### config.mk
export PLATFORM = sky130hd
export DESIGN_NAME = base64_encoder_line_wrap_flat
export DESIGN_NICKNAME = d
export VERILOG_FILES = /design/src/hdl/b64lw_pkg.sv /design/src/hdl/b64lw_in_if.sv /design/src/hdl/b64lw_out_if.sv /design/src/hdl/b64lw_front.sv /design/src/hdl/b64lw_job_fifo.sv /design/src/hdl/b64lw_back.sv /design/src/hdl/base64_encoder_line_wrap.sv /design/src/flat_wrapper.sv
export SDC_FILE = /design/constraint.sdc
export NUM_CORES = 1
export LEC_CHECK = 0
export BUFFER_PORTS_ARGS = -buffer_cell sky130_fd_sc_hd__buf_2
export CORE_UTILIZATION = 30
export DETAILED_ROUTE_END_ITERATION = 16
export HOLD_SLACK_MARGIN = 0.02
export PLACE_DENSITY = 0.53
export SKIP_LAST_GASP = 1
export SYNTH_ARGS = -nofsm -noshare
export SYNTH_HDL_FRONTEND = slang
export SYNTH_HIERARCHICAL = 1
export SYNTH_SLANG_ARGS = --single-unit
### constraint.sdc
create_clock -name clk -period 3.8 [get_ports clk]
set_input_delay 0.76 -clock clk [delete_from_list [all_inputs] [get_ports clk]]
set_output_delay 0.76 -clock clk [all_outputs]
set_load 0.03 [all_outputs]
### src/hdl/b64lw_pkg.sv
// Package: shared types, constants and the Base64 alphabet for the line-wrapping encoder.
`timescale 1ns / 1ps
`default_nettype none
package b64lw_pkg;

  localparam int LINE_WIDTH_DEFAULT = 76;
  localparam int JOB_FIFO_DEPTH     = 4;
  localparam int COL_W              = 7;
  localparam int CFG_INDEX_W        = 2;
  localparam int CFG_DATA_W         = 8;

  localparam logic [1:0] SEP_LENGTH_RESET = 2'd2;
  localparam logic [7:0] SEP_FIRST_RESET  = 8'd13;
  localparam logic [7:0] SEP_SECOND_RESET = 8'd10;
  localparam logic [7:0] PAD_CHAR         = 8'h3d;

  typedef enum logic [CFG_INDEX_W-1:0] {
    CFG_SEP_LENGTH = 2'd0,
    CFG_SEP_FIRST  = 2'd1,
    CFG_SEP_SECOND = 2'd2
  } cfg_reg_t;

  typedef enum logic {
    OP_DATA   = 1'b0,
    OP_FINISH = 1'b1
  } op_t;

  typedef enum logic [1:0] {
    JOB_FULL = 2'd0,
    JOB_PAD1 = 2'd1,
    JOB_PAD2 = 2'd2
  } job_kind_t;

  typedef struct packed {
    job_kind_t   kind;
    logic [1:0]  sep_count;
    logic [23:0] group;
  } job_t;

  typedef struct packed {
    logic [1:0] sep_length;
    logic [7:0] sep_first;
    logic [7:0] sep_second;
  } cfg_t;

  function automatic logic [7:0] b64_char(input logic [5:0] v);
    logic [7:0] c;
    if (v < 6'd26) begin
      c = 8'd65 + {2'b00, v};
    end else if (v < 6'd52) begin
      c = 8'd71 + {2'b00, v};
    end else if (v < 6'd62) begin
      c = {2'b00, v} - 8'd4;
    end else if (v == 6'd62) begin
      c = 8'h2b;
    end else begin
      c = 8'h2f;
    end
    return c;
  endfunction

endpackage
`default_nettype wire

### src/hdl/b64lw_in_if.sv
// Interface: input channel carrying operation and data byte with valid/ready.
`timescale 1ns / 1ps
`default_nettype none
interface b64lw_in_if;
  logic       valid;
  logic       ready;
  logic       operation;
  logic [7:0] data_byte;

  modport source (output valid, output operation, output data_byte, input ready);
  modport sink (input valid, input operation, input data_byte, output ready);
endinterface
`default_nettype wire

### src/hdl/b64lw_out_if.sv
// Interface: result channel carrying one character and its last flag with valid/ready.
`timescale 1ns / 1ps
`default_nettype none
interface b64lw_out_if;
  logic       valid;
  logic       ready;
  logic [7:0] out_char;
  logic       last;

  modport source (output valid, output out_char, output last, input ready);
  modport sink (input valid, input out_char, input last, output ready);
endinterface
`default_nettype wire

### src/hdl/b64lw_front.sv
// Front end: gathers bytes, tracks the line column and posts encode jobs to the queue.
`timescale 1ns / 1ps
`default_nettype none
module b64lw_front #(
  parameter int LINE_WIDTH = b64lw_pkg::LINE_WIDTH_DEFAULT
) (
  input  wire logic           clk,
  input  wire logic           rst_n,
  input  wire b64lw_pkg::cfg_t cfg,
  b64lw_in_if.sink            in_ch,
  input  wire logic           job_full,
  output logic                job_push,
  output b64lw_pkg::job_t     job
);
  import b64lw_pkg::*;

  logic [15:0]      pend_r, pend_nxt;
  logic [1:0]       cnt_r, cnt_nxt;
  logic [COL_W-1:0] col_r, col_nxt;
  logic [COL_W-1:0] col_sum;
  logic             wrap;
  logic             accept;
  logic [1:0]       sep_len;

  assign in_ch.ready = !job_full;
  assign accept      = in_ch.valid && in_ch.ready;
  assign col_sum     = col_r + COL_W'(4);
  assign wrap        = col_sum >= COL_W'(LINE_WIDTH);
  assign sep_len     = (cfg.sep_length > 2'd2) ? 2'd2 : cfg.sep_length;

  always_comb begin
    pend_nxt       = pend_r;
    cnt_nxt        = cnt_r;
    col_nxt        = col_r;
    job_push       = 1'b0;
    job.kind       = JOB_FULL;
    job.sep_count  = 2'd0;
    job.group      = {pend_r, in_ch.data_byte};
    if (accept) begin
      if (op_t'(in_ch.operation) == OP_DATA) begin
        if (cnt_r < 2'd2) begin
          pend_nxt = {pend_r[7:0], in_ch.data_byte};
          cnt_nxt  = cnt_r + 2'd1;
        end else begin
          job_push      = 1'b1;
          job.sep_count = wrap ? sep_len : 2'd0;
          pend_nxt      = 16'd0;
          cnt_nxt       = 2'd0;
          col_nxt       = wrap ? '0 : col_sum;
        end
      end else begin
        if (cnt_r == 2'd1) begin
          job_push  = 1'b1;
          job.kind  = JOB_PAD1;
          job.group = {pend_r[7:0], 16'd0};
          pend_nxt  = 16'd0;
          cnt_nxt   = 2'd0;
        end else if (cnt_r == 2'd2) begin
          job_push  = 1'b1;
          job.kind  = JOB_PAD2;
          job.group = {pend_r, 8'd0};
          pend_nxt  = 16'd0;
          cnt_nxt   = 2'd0;
        end
      end
    end
  end

  always_ff @(posedge clk) begin
    if (!rst_n) begin
      pend_r <= 16'd0;
      cnt_r  <= 2'd0;
      col_r  <= '0;
    end else begin
      pend_r <= pend_nxt;
      cnt_r  <= cnt_nxt;
      col_r  <= col_nxt;
    end
  end

endmodule
`default_nettype wire

### src/hdl/b64lw_job_fifo.sv
// Job queue: small register FIFO between the front end and the character emitter.
`timescale 1ns / 1ps
`default_nettype none
module b64lw_job_fifo #(
  parameter int DEPTH = b64lw_pkg::JOB_FIFO_DEPTH
) (
  input  wire logic            clk,
  input  wire logic            rst_n,
  input  wire logic            push,
  input  wire b64lw_pkg::job_t push_job,
  output logic                 full,
  input  wire logic            pop,
  output b64lw_pkg::job_t      head,
  output logic                 head_valid
);
  import b64lw_pkg::*;

  localparam int PTR_W = (DEPTH > 1) ? $clog2(DEPTH) : 1;
  localparam int CNT_W = $clog2(DEPTH + 1);

  job_t             mem_r [DEPTH];
  logic [PTR_W-1:0] wr_ptr_r, wr_ptr_nxt;
  logic [PTR_W-1:0] rd_ptr_r, rd_ptr_nxt;
  logic [CNT_W-1:0] cnt_r, cnt_nxt;
  logic             do_push, do_pop;

  assign full       = cnt_r == CNT_W'(DEPTH);
  assign head_valid = cnt_r != '0;
  assign head       = mem_r[rd_ptr_r];
  assign do_push    = push && !full;
  assign do_pop     = pop && head_valid;

  always_comb begin
    wr_ptr_nxt = wr_ptr_r;
    rd_ptr_nxt = rd_ptr_r;
    cnt_nxt    = cnt_r;
    if (do_push) begin
      wr_ptr_nxt = (wr_ptr_r == PTR_W'(DEPTH - 1)) ? '0 : wr_ptr_r + PTR_W'(1);
    end
    if (do_pop) begin
      rd_ptr_nxt = (rd_ptr_r == PTR_W'(DEPTH - 1)) ? '0 : rd_ptr_r + PTR_W'(1);
    end
    if (do_push && !do_pop) begin
      cnt_nxt = cnt_r + CNT_W'(1);
    end else if (do_pop && !do_push) begin
      cnt_nxt = cnt_r - CNT_W'(1);
    end
  end

  always_ff @(posedge clk) begin
    if (do_push) begin
      mem_r[wr_ptr_r] <= push_job;
    end
  end

  always_ff @(posedge clk) begin
    if (!rst_n) begin
      wr_ptr_r <= '0;
      rd_ptr_r <= '0;
      cnt_r    <= '0;
    end else begin
      wr_ptr_r <= wr_ptr_nxt;
      rd_ptr_r <= rd_ptr_nxt;
      cnt_r    <= cnt_nxt;
    end
  end

endmodule
`default_nettype wire

### src/hdl/b64lw_back.sv
// Back end: unless stalled, walks each job one character per cycle into the output register.
`timescale 1ns / 1ps
`default_nettype none
module b64lw_back (
  input  wire logic            clk,
  input  wire logic            rst_n,
  input  wire b64lw_pkg::cfg_t cfg,
  input  wire b64lw_pkg::job_t head,
  input  wire logic            head_valid,
  output logic                 pop,
  b64lw_out_if.source          out_ch
);
  import b64lw_pkg::*;

  logic [2:0] idx_r, idx_nxt;
  logic       out_valid_r, out_valid_nxt;
  logic [7:0] out_char_r, out_char_nxt;
  logic       out_last_r, out_last_nxt;
  logic [5:0] sext;
  logic [7:0] ch;
  logic [2:0] n_chars;
  logic       is_last;
  logic       fire;

  assign out_ch.valid    = out_valid_r;
  assign out_ch.out_char = out_char_r;
  assign out_ch.last     = out_last_r;

  assign n_chars = 3'd4 + {1'b0, head.sep_count};
  assign is_last = idx_r == (n_chars - 3'd1);
  assign fire    = head_valid && (!out_valid_r || out_ch.ready);
  assign pop     = fire && is_last;

  always_comb begin
    case (idx_r)
      3'd0:    sext = head.group[23:18];
      3'd1:    sext = head.group[17:12];
      3'd2:    sext = head.group[11:6];
      default: sext = head.group[5:0];
    endcase
  end

  always_comb begin
    case (idx_r)
      3'd0, 3'd1: ch = b64_char(sext);
      3'd2:       ch = (head.kind == JOB_PAD1) ? PAD_CHAR : b64_char(sext);
      3'd3:       ch = (head.kind == JOB_FULL) ? b64_char(sext) : PAD_CHAR;
      3'd4:       ch = cfg.sep_first;
      default:    ch = cfg.sep_second;
    endcase
  end

  always_comb begin
    idx_nxt       = idx_r;
    out_valid_nxt = out_valid_r;
    out_char_nxt  = out_char_r;
    out_last_nxt  = out_last_r;
    if (fire) begin
      out_valid_nxt = 1'b1;
      out_char_nxt  = ch;
      out_last_nxt  = is_last;
      idx_nxt       = is_last ? 3'd0 : idx_r + 3'd1;
    end else if (out_ch.ready) begin
      out_valid_nxt = 1'b0;
    end
  end

  always_ff @(posedge clk) begin
    if (!rst_n) begin
      idx_r       <= 3'd0;
      out_valid_r <= 1'b0;
    end else begin
      idx_r       <= idx_nxt;
      out_valid_r <= out_valid_nxt;
    end
    out_char_r <= out_char_nxt;
    out_last_r <= out_last_nxt;
  end

endmodule
`default_nettype wire

### src/hdl/base64_encoder_line_wrap.sv
// Top level: streaming Base64 encoder with line wrapping and configurable separator.
// A completed group or flush is queued as a job and emitted through the output register.
// Throughput: one input transaction per cycle while the job queue has room; the
// character emitter sends one char per cycle unless stalled, 4 to 6 per group or flush.
// Reset: synchronous, active low; clears pending bytes, line column, queue and emitter,
// and loads the separator registers with CR LF, length 2. No clearing pass.
`timescale 1ns / 1ps
`default_nettype none
module base64_encoder_line_wrap #(
  parameter int LINE_WIDTH = b64lw_pkg::LINE_WIDTH_DEFAULT,
  parameter int FIFO_DEPTH = b64lw_pkg::JOB_FIFO_DEPTH
) (
  input  wire logic                              clk,
  input  wire logic                              rst_n,
  input  wire logic                              cfg_we,
  input  wire logic [b64lw_pkg::CFG_INDEX_W-1:0] cfg_index,
  input  wire logic [b64lw_pkg::CFG_DATA_W-1:0]  cfg_wdata,
  b64lw_in_if.sink                               in_ch,
  b64lw_out_if.source                            out_ch
);
  import b64lw_pkg::*;

  cfg_t cfg_r, cfg_nxt;
  job_t push_job, head;
  logic push, full, pop, head_valid;

  always_comb begin
    cfg_nxt = cfg_r;
    if (cfg_we) begin
      case (cfg_reg_t'(cfg_index))
        CFG_SEP_LENGTH: cfg_nxt.sep_length = cfg_wdata[1:0];
        CFG_SEP_FIRST:  cfg_nxt.sep_first  = cfg_wdata;
        CFG_SEP_SECOND: cfg_nxt.sep_second = cfg_wdata;
        default:        cfg_nxt = cfg_r;
      endcase
    end
  end

  always_ff @(posedge clk) begin
    if (!rst_n) begin
      cfg_r.sep_length <= SEP_LENGTH_RESET;
      cfg_r.sep_first  <= SEP_FIRST_RESET;
      cfg_r.sep_second <= SEP_SECOND_RESET;
    end else begin
      cfg_r <= cfg_nxt;
    end
  end

  b64lw_front #(
    .LINE_WIDTH(LINE_WIDTH)
  ) u_front (
    .clk      (clk),
    .rst_n    (rst_n),
    .cfg      (cfg_r),
    .in_ch    (in_ch),
    .job_full (full),
    .job_push (push),
    .job      (push_job)
  );

  b64lw_job_fifo #(
    .DEPTH(FIFO_DEPTH)
  ) u_fifo (
    .clk        (clk),
    .rst_n      (rst_n),
    .push       (push),
    .push_job   (push_job),
    .full       (full),
    .pop        (pop),
    .head       (head),
    .head_valid (head_valid)
  );

  b64lw_back u_back (
    .clk        (clk),
    .rst_n      (rst_n),
    .cfg        (cfg_r),
    .head       (head),
    .head_valid (head_valid),
    .pop        (pop),
    .out_ch     (out_ch)
  );

endmodule
`default_nettype wire
### src/flat_wrapper.sv
// flat-port wrapper written by rule: the top's interface ports become plain ports
module base64_encoder_line_wrap_flat import b64lw_pkg::*;
#(
  parameter int LINE_WIDTH = b64lw_pkg::LINE_WIDTH_DEFAULT,
  parameter int FIFO_DEPTH = b64lw_pkg::JOB_FIFO_DEPTH
)
  (clk, rst_n, cfg_we, cfg_index, cfg_wdata, in_ch_valid, in_ch_operation, in_ch_data_byte, in_ch_ready, out_ch_valid, out_ch_out_char, out_ch_last, out_ch_ready);
  b64lw_in_if in_ch_i ();
  b64lw_out_if out_ch_i ();
  input  wire logic clk;
  input  wire logic rst_n;
  input  wire logic cfg_we;
  input  wire logic [b64lw_pkg::CFG_INDEX_W-1:0] cfg_index;
  input  wire logic [b64lw_pkg::CFG_DATA_W-1:0] cfg_wdata;
  input wire logic [$bits(in_ch_i.valid)-1:0] in_ch_valid;
  input wire logic [$bits(in_ch_i.operation)-1:0] in_ch_operation;
  input wire logic [$bits(in_ch_i.data_byte)-1:0] in_ch_data_byte;
  output wire logic [$bits(in_ch_i.ready)-1:0] in_ch_ready;
  output wire logic [$bits(out_ch_i.valid)-1:0] out_ch_valid;
  output wire logic [$bits(out_ch_i.out_char)-1:0] out_ch_out_char;
  output wire logic [$bits(out_ch_i.last)-1:0] out_ch_last;
  input wire logic [$bits(out_ch_i.ready)-1:0] out_ch_ready;
  assign in_ch_i.valid = in_ch_valid;
  assign in_ch_i.operation = in_ch_operation;
  assign in_ch_i.data_byte = in_ch_data_byte;
  assign in_ch_ready = in_ch_i.ready;
  assign out_ch_valid = out_ch_i.valid;
  assign out_ch_out_char = out_ch_i.out_char;
  assign out_ch_last = out_ch_i.last;
  assign out_ch_i.ready = out_ch_ready;
  base64_encoder_line_wrap #(.LINE_WIDTH(LINE_WIDTH), .FIFO_DEPTH(FIFO_DEPTH)) u_core (.clk(clk), .rst_n(rst_n), .cfg_we(cfg_we), .cfg_index(cfg_index), .cfg_wdata(cfg_wdata), .in_ch(in_ch_i), .out_ch(out_ch_i));
endmodule
==> results.md, run 1 <==
- Class of the worst hold path: flop to flop
- Num Clock Sinks: 175
- GPL Wtd Cong: 0.868
- Initial Utilization: 30.6%
- Max clock buf depth: 2
- Initial drt markers: 328
- Tmin final: 3.31 ns
- GR Overflow Total: 0
- Yosys top cell by area: edfxtp_1
- Top-area cell type share of the netlist area: 44.1%
- Cell variety after synth: 82
- Dominant cells by area after synthesis: edfxtp_1 (44%), dfxtp_1 (13%), mux4_2 (5.5%)
- Rel. slew slack: 24.8%
- Fmax: 302 MHz
- Vias/cell: 4.99
- Post-cts sizing count: 0
- Worst EP required: 3.94 ns
- Hold_ws: 0.452 ns
- Fraction of layout cells with a size suffix above 1: 20.1%
- Drt wl/cell: 16.7 um
- Critical Path Source Type: flop
- Pin count of the biggest net entering global routing: 39
- Final wirelength: 16.7 mm
- First drt pass iteration count: 7
- Register area share after synthesis: 57.2%
- Final HPWL DP: 11.4 mm
- Final ANT Viol Nets: 0
- CTS tree: yes
- CP arrival: 3.45 ns
- Yosys reg bits: 175
- CP Max Fanout: 15
- Leak pwr: 3.26 nW
- Floorplan Core Area: 27000 um^2
- Placed insts: 967
- Final std cells w/o fill: 999
- First-pass GRT wire length: 27.0 mm
- Clock Latency Late Sink: 0.42 ns
- Slew Limit Fails: 0
- Power density cells: 488 nW/um^2
- Number of enable flip-flop cells after synthesis: 121
- Vias: 4986
- Synth warnings: 6
- Die height: 168 um
- Post-CTS Setup Inserts: 0
- Netlist Area Pre-Place: 8240 um^2
- Status: finished clean
- CTS Hold Bufs: 0
- DIE WIDTH: 168 um
- Die area: 28100 um^2
- Clock transition at path regs: 0.06 ns
- IO buf count: 34
- Area growth syn-to-layout: 12.5%
- Cell Rows: 60
- I/O pin count: 35
- Fin nets: 691
- Total power: 4.53 mW
- All-Layer GR Usage: 12.5%
- Root Buffer Master: clkbuf_16
- Initial antenna violation count: 0
- Post-route clock skew: 0.0120 ns
- FFs w/ async S/R, synth: 0%
- Vias in the first global route: 4995
- Clock buffer count from CTS: 17
- Max cap viols: 0
- Critical path capture point type: flop
- VDD IR max: 0.000259 V
- Fin. Hold Viols: 0
- Setup CP Type: flop to flop
- Setup-failing EPs final: 0
- Diodes inserted: 0
- Final worst-path cycle share: 87.2%
- Least-Margin Pin Slew: 1.12 ns
- Setup_tns: 0 ns
- Worst hold path stage count: 2
- H-tree levels: 4
- Avg Synthesized Cell Area: 13.4 um^2
- RSZ-0062 raised after global routing: false
- Drt drc: 0
- Top_reg_cell synth: edfxtp_1
- Syn nets: 660
- Syn Inst Count: 614
- Reg2Reg Depth: 10
-- Yosys cell counts, types with 6 or more instances --
| cell type | n |
|---|---|
| mux4_2 | 20 |
| edfxtp_1 | 121 |
| ha_1 | 21 |
| mux2_2 | 8 |
| dfxtp_1 | 54 |
| nand2_1 | 54 |
| clkbuf_1 | 9 |
| nor3_1 | 6 |
| buf_6 | 6 |
| a21boi_0 | 10 |
| and2_1 | 27 |
| nor2_1 | 26 |
| nand3_1 | 21 |
| inv_1 | 19 |
| o211ai_1 | 8 |
| o21ai_0 | 17 |
| nor2b_1 | 11 |
| buf_2 | 12 |
| mux4_1 | 8 |
| mux2i_1 | 20 |
| a21oi_1 | 15 |
| a21boi_1 | 10 |
-- placed cells by master, fill, tap and decap left out, drive strengths merged, types with 4 or more instances in the layout --
cell type / instances
edfxtp: 121
nand2: 55
dfxtp: 54
buf: 46
nor2: 28
mux4: 28
and2: 27
nand3: 24
clkbuf: 24
o21ai: 22
ha: 21
inv: 21
mux2i: 20
a21boi: 20
a21oi: 18
nor2b: 11
mux2: 10
o211ai: 8
nor3: 7
nand2b: 7
xnor2: 5
a21o: 5
nor3b: 5
nand4b: 4
-- path summary, 6_finish.rpt --
| check | from | to | slack (ns) |
|---|---|---|---|
| setup / recovery | flop | u_core/u_back/out_ch.out_char[1] | 0.49 |
| hold / removal | u_core/u_front/pend_r[14] | u_core/u_front/pend_r[14] | 0.45 |
| setup reg to reg | flop | u_core/u_back/out_ch.out_char[1] | 0.49 |
| hold reg to reg | u_core/u_front/pend_r[14] | u_core/u_front/pend_r[14] | 0.45 |
-- registers in the layout, indices dropped and copies added, names as in the netlist, named ones only --
signal	count
u_core/u_back/out_ch.valid	1
u_core/u_fifo/mem_r	112
u_core/u_back/out_ch.last	1
u_core/u_fifo/rd_ptr_r	2
u_core/cfg_r	18
u_core/u_fifo/cnt_r	3
u_core/u_front/pend_r	16
u_core/u_front/col_r	5
u_core/u_front/cnt_r	2
u_core/u_fifo/wr_ptr_r	2
u_core/u_back/out_ch.out_char	8
u_core/u_back/idx_r	3
-- metal layers --
layer / up-vias / track usage (%) / share of wire [%]
li1: 2368 / - / -
met3: 12 / 2.42 / 3.3
met2: 114 / 20.9 / 49
met5: - / 0 / 0
met1: 2492 / 16.1 / 47
met4: 0 / 4.27 / 0.92
-- through the flow --
step | area (um^2) | setup WS [ns] | utilization (%)
3_3_place_gp | 8680 | 0.630 | 32.2
4_1_cts | 9280 | 0.508 | 34.4
3_5_place_dp | 8680 | 0.543 | 32.2
2_1_floorplan | 8240 | 0.657 | -
5_1_grt | 9280 | 0.282 | 34.4
6_report | 9280 | 0.487 | 34.4
-- report_power, final --
part / internal (mW) / total [mW] / switching (mW) / leakage [nW]
Clock: 1.04 / 1.73 / 0.684 / 0.286
Combinational: 0.259 / 0.684 / 0.425 / 1.40
Sequential: 2.09 / 2.12 / 0.0281 / 1.57
-- area by class of cell --
class | count | area [um^2]
clock buffers | 24 | 493
clock inverters | 8 | 104
fillers | 2607 | 17700
inverters | 20 | 75.1
multi-input cells | 385 | 3200
flip-flops and latches | 175 | 4720
well taps | 341 | 427
repair buffers | 46 | 260
-- cell families after synthesis --
kind of cell	count (synthesis)	share of synthesized area, %
compound gates	108	9.61
xor+xnor	8	0.850
fa+ha+maj	22	3.43
buf+inv	54	3.96
flops	175	57.2
mux	58	11.9
simple gates	189	13.1
-- worst max-delay path, stage by stage, from the launching register on --
cell and delay [ns]:
dfxtp_2 0.36, buf_4 0.31, mux4_2 0.55, a22oi_1 0.19
o21ai_0 0.13, mux2i_1 0.40, inv_1 0.16, ha_1 0.35
nor2_1 0.05, a2111oi_0 0.37, o21ai_1 0.16
Note: power is estimated with default switching activity, not from simulation.
==> inputs of run 2 (changes only) <==
- ABC_AREA: not set -> 1
==> run 2 against run 1 <==
Against the previous run: first-iteration DRC count grew 15%; sequential power grew 9.4%; global-route usage grew 0.51 points; sequential cell count is the same; sequential share of layout area is essentially flat; die area grew 0.42%; combinational power grew to 2.8 times the previous value; final cell count grew 25%; critical path type unchanged.
==> results.md, run 2 <==
- Status: finished clean
- Largest Register: u_core/u_fifo/mem_r
- Final wirelength: 17.7 mm
- Synth warnings: 6
- Post-cts sizing count: 0
- Worst slack at placement: 0.774 ns
- Pin count of the biggest net entering global routing: 53
- CTS tree: yes
- Placed insts: 1213
- Number of enable flip-flop cells after synthesis: 121
- Num Clock Sinks: 175
- Die height: 168 um
- Clock buffer count from CTS: 17
- Setup-failing EPs final: 0
- H-tree levels: 4
- Fraction of layout cells with a size suffix above 1: 15.2%
- VDD IR max: 0.000232 V
- Clock Latency Late Sink: 0.43 ns
- Syn nets: 906
- Initial Utilization: 30.6%
- Diodes inserted: 0
- Setup_tns: 0 ns
- Yosys top cell by area: edfxtp_1
- Setup slack after layout: 0.821 ns
- Setup CP Type: flop to flop
- Vias/cell: 4.61
- Final std cells w/o fill: 1245
- Post-CTS Setup Inserts: 0
- Max clock buf depth: 2
- Vias: 5736
- I/O pin count: 35
- Initial antenna violation count: 0
- Die area: 28300 um^2
- IO buf count: 34
- All-Layer GR Usage: 13.0%
- RSZ-0062 raised after global routing: false
- Drt wl/cell: 14.2 um
- Yosys reg bits: 175
- Critical Path Source Type: flop
- DIE WIDTH: 168 um
- Fin nets: 937
- DP Area: 8710 um^2
- Clock transition at path regs: 0.07 ns
- GR Overflow Total: 0
- Post-synth top cells: nor2_1 (141), edfxtp_1 (121), nand2_1 (121)
- Least-Margin Pin Slew: 0.777 ns
- Most common cell after layout, fill and taps aside: nor2_1
- Worst EP required: 4.12 ns
- Final Cell Area: 9270 um^2
- Rel. slew slack: 48.0%
- Syn Inst Count: 860
- Vias in the first global route: 5449
- First drt pass iteration count: 5
- Drt drc: 0
- Avg Synthesized Cell Area: 9.63 um^2
- Leak pwr: 3.70 nW
- CP arrival: 3.30 ns
- Cell variety after synth: 41
- Max cap viols: 0
- GPL Wtd Cong: 0.773
- Class of the worst hold path: flop to flop
- Root Buffer Master: clkbuf_16
- Fmax: 336 MHz
- Regs by FF count: u_core/u_fifo/mem_r x112, u_core/cfg_r x18, u_core/u_front/pend_r x16
- Floorplan Core Area: 27000 um^2
- First-pass GRT wire length: 28.5 mm
- Dominant cells by area after synthesis: edfxtp_1 (44%), dfxtp_1 (13%), nor2_1 (6.4%)
- Final HPWL DP: 11.9 mm
- Tmin final: 2.98 ns
- Post-route clock skew: 0.0197 ns
- Netlist Area Pre-Place: 8280 um^2
- Final worst-path cycle share: 78.4%
- Slew Limit Fails: 0
- Final ANT Viol Nets: 0
- Critical path capture point type: flop
- Most common cell in the netlist: nor2_1
- CTS Hold Bufs: 0
- Hold_ws: 0.469 ns
- Fin. Hold Viols: 0
- Most frequent cells in the layout: nor2_1 (137), nand2_1 (121), edfxtp_1 (121)
- Top-area cell type share of the netlist area: 43.9%
- Area growth syn-to-layout: 12.0%
- Register area share after synthesis: 56.9%
- Power density cells: 633 nW/um^2
- Top_reg_cell synth: edfxtp_1
- FFs w/ async S/R, synth: 0%
- Initial drt markers: 377
- Max FFs per register: 112
- Cell Rows: 60
- CP Max Fanout: 28
[run 2: changes by cell type in the layout (fill, tap and decap cells not counted), moves of 27 or more]
cell	previous run	this run
nand2_1	54	121
o22ai_1	1	29
inv_1	19	90
a21oi_1	15	42
nor2_1	26	137
o21ai_0	17	48
and2_1	27	0
[run 2: layout make-up]
| cell class | instances | area, um^2 |
|---|---|---|
| clock buffers | 19 | 433 |
| clock inverters | 13 | 126 |
| fillers | 2715 | 17800 |
| flip-flops and latches | 175 | 4710 |
| multi-input cells | 551 | 2930 |
| inverters | 101 | 384 |
| well taps | 341 | 427 |
| repair buffers | 45 | 253 |
[run 2: worst max-delay path, stage by stage (launching register included)]
cell,delay (ns)
dfxtp_1,0.33
buf_4,0.31
o21ai_0,0.15
o22ai_1,0.25
inv_1,0.08
ha_1,0.30
xor2_1,0.13
nand3_1,0.12
nor2_1,0.10
nand2_1,0.16
ha_1,0.24
inv_1,0.09
fa_1,0.41
o21ai_0,0.16
nor2_1,0.05
[run 2: path summary, 6_finish.rpt]
check | slack [ns] | cells past startpoint | from | endpoint
worst min-delay path | 0.47 | 2 | u_core/u_front/pend_r[15] | u_core/u_front/pend_r[15]
worst max-delay path | 0.82 | 14 | flop | u_core/u_fifo/cnt_r[1]
worst min register to register | 0.47 | 2 | u_core/u_front/pend_r[15] | u_core/u_front/pend_r[15]
worst max register to register | 0.82 | 14 | flop | u_core/u_fifo/cnt_r[1]
[run 2: per-layer routing]
| layer | vias up | GRT usage (%) | part of all wire [%] |
|---|---|---|---|
| met1 | 2679 | 17.9 | 50 |
| li1 | 2961 | - | - |
| met5 | - | 0 | 0 |
| met4 | 0 | 4.11 | 1.1 |
| met3 | 18 | 2.56 | 3.2 |
| met2 | 78 | 20.4 | 46 |
[run 2: logic make-up after synthesis]
kind of cell / after synthesis / share of synthesized area [%]
AOI/OAI and AO/OA: 168 / 11.6
buffers and inverters: 134 / 7.74
and+or+nand+nor: 357 / 19.8
DFF: 175 / 56.9
adders and majority gates: 22 / 3.42
xor gates and xnor gates: 4 / 0.423
[run 2: per-stage QoR]
stage               util (%)  total power [mW]
CTS                     34.3              5.92
global placement        32.2              4.28
floorplan                  -              3.85
global route            34.3              6.23
detailed placement      32.2              4.29
finish                  34.3              5.87
[run 2: where the power goes]
part	internal (mW)	switching (mW)
combinational	0.605	1.31
clock	0.865	0.769
sequential	2.24	0.0720
==> inputs of run 3 (changes only) <==
- clock period: 3.8 -> 3 ns (I/O delays scaled with it)
==> run 3 against run 2 <==
Against the previous run: clock skew down 0.0062 ns; sequential cell count unchanged; via count down 0.12%; first-iteration DRC count up 14%; critical path type unchanged; critical path depth unchanged; hold slack worse by 0.043 ns.
==> results.md, run 3 (synthesized netlist as in run 2, its figures left out) <==
- Regs by FF count: u_core/u_fifo/mem_r x112, u_core/cfg_r x18, u_core/u_front/pend_r x16
- Worst path max stage delay: 0.40 ns
- Clock Latency Late Sink: 0.42 ns
- Die area: 28300 um^2
- Max clock buf depth: 2
- Fin. Hold Viols: 0
- Slew Limit Fails: 0
- Final HPWL DP: 12.2 mm
- Hold path startpoint: cfg_wdata[7]
- Drt drc: 0
- Cell Rows: 60
- Max FFs per register: 112
- Root Buffer Master: clkbuf_16
- Clock buffer count from CTS: 17
- Least-Margin Pin Slew: 0.777 ns
- Post-route clock skew: 0.0135 ns
- Setup-failing EPs final: 0
- Setup_tns: 0 ns
- Area growth syn-to-layout: 13.6%
- VDD IR max: 0.000301 V
- Post-CTS Setup Inserts: 0
- CP arrival: 3.02 ns
- Critical path capture point type: flop
- GPL Wtd Cong: 0.787
- Initial drt markers: 428
- IO buf count: 34
- Pin count of the biggest net entering global routing: 30
- Tmin final: 2.70 ns
- CP Max Fanout: 7
- Initial antenna violation count: 0
- Fin nets: 944
- R2R Path End: u_core/u_fifo/cnt_r[1]
- Worst EP required: 3.32 ns
- Power density cells: 808 nW/um^2
- Hold Path Sink: u_core/cfg_r[15]
- All-Layer GR Usage: 13.5%
- Rel. slew slack: 48.1%
- Crit path depth: 14
- Placed insts: 1220
- H-tree levels: 4
- I/O pin count: 35
- Top delay family on crit path: adder cells
- Post-cts sizing count: 0
- Floorplan Core Area: 27000 um^2
- Max cap viols: 0
- Leak pwr: 3.77 nW
- Final ANT Viol Nets: 0
- Class of the worst hold path: input port to flop
- Final wirelength: 18.1 mm
- Fraction of layout cells with a size suffix above 1: 16.1%
- RSZ-0062 raised after global routing: false
- Final std cells w/o fill: 1252
- Drt wl/cell: 14.5 um
- Largest Register: u_core/u_fifo/mem_r
- Vias in the first global route: 5546
- Crit path cell chain: inv_2, o21ai_0, o22ai_1, inv_1, ha_1, xor2_1, nand3_1, nor2_1, nand2_2, ha_1, inv_1, fa_1, o21ai_0, nor2_1
- Buf/Inv on CP: 3
- Num Clock Sinks: 175
- Critical-path top delay cell: fa_1
- First-pass GRT wire length: 29.5 mm
- CTS tree: yes
- Status: finished clean
- CTS Hold Bufs: 0
- Worst hold path stage count: 3
- Diodes inserted: 0
- Clock transition at path regs: 0.07 ns
- Fmax: 370 MHz
- Critical Path Source Type: flop
- Final worst-path cycle share: 90.0%
- Most frequent cells in the layout: nor2_1 (137), edfxtp_1 (121), nand2_1 (120)
- First drt pass iteration count: 8
- Filler cells: 2798
- Reg2reg setup slack: 0.30 ns
- Vias/cell: 4.58
- Die height: 168 um
- Vias: 5729
- GR Overflow Total: 0
- Setup CP Type: flop to flop
- Total power: 7.60 mW
- Reg2Reg Depth: 14
- Most common cell after layout, fill and taps aside: nor2_1
- DIE WIDTH: 168 um
- Initial Utilization: 30.6%
[run 3: tightest hold or removal path, stage by stage]
cell    delay [ns]
buf_2         0.09
nor2_1        0.04
nor2_1        0.08
[run 3: cell type report]
class / instances / area (um^2) / share of cell area, %
Multi-Input combinational cell: 551 / 2940 / 31.2
Clock inverter: 14 / 159 / 1.69
Tap cell: 341 / 427 / 4.54
Timing Repair Buffer: 52 / 355 / 3.78
Clock buffer: 18 / 429 / 4.56
Sequential cell: 175 / 4720 / 50.1
Inverter: 101 / 384 / 4.08
[run 3: power breakdown]
part           switching, mW  internal (mW)
Combinational           1.66          0.790
Clock                  0.964           1.25
Sequential            0.0896           2.84
[run 3: worst max-delay path by stage]
stage,startpoint,endpoint,slack (ns)
after floorplan,u_core/u_fifo/cnt_r[1],u_core/u_fifo/mem_r[0][0],-0.03
after global placement,flop,u_core/u_fifo/cnt_r[1],0.32
after detailed placement,flop,u_core/u_fifo/cnt_r[1],0.19
after CTS,flop,u_core/u_fifo/cnt_r[1],0.19
after global routing,flop,u_core/u_fifo/cnt_r[1],0.04
final,flop,u_core/u_fifo/cnt_r[1],0.30
[run 3: layer usage]
layer,up-vias,share of wire [%],GRT usage [%]
li1,2974,-,-
met1,2661,50,18.7
met2,86,46,21.6
met3,8,3.6,2.77
met4,0,0.51,3.08
met5,-,0,0
[run 3: per-stage QoR]
stage	worst slack, ns	utilization, %	hold WS, ns	area [um^2]
5_1_grt	0.0380	34.8	0.414	9410
2_1_floorplan	-0.0310	-	0.428	8280
4_1_cts	0.185	34.8	0.408	9400
6_report	0.300	34.8	0.426	9410
3_5_place_dp	0.192	32.6	0.448	8810
3_3_place_gp	0.316	32.6	0.449	8810
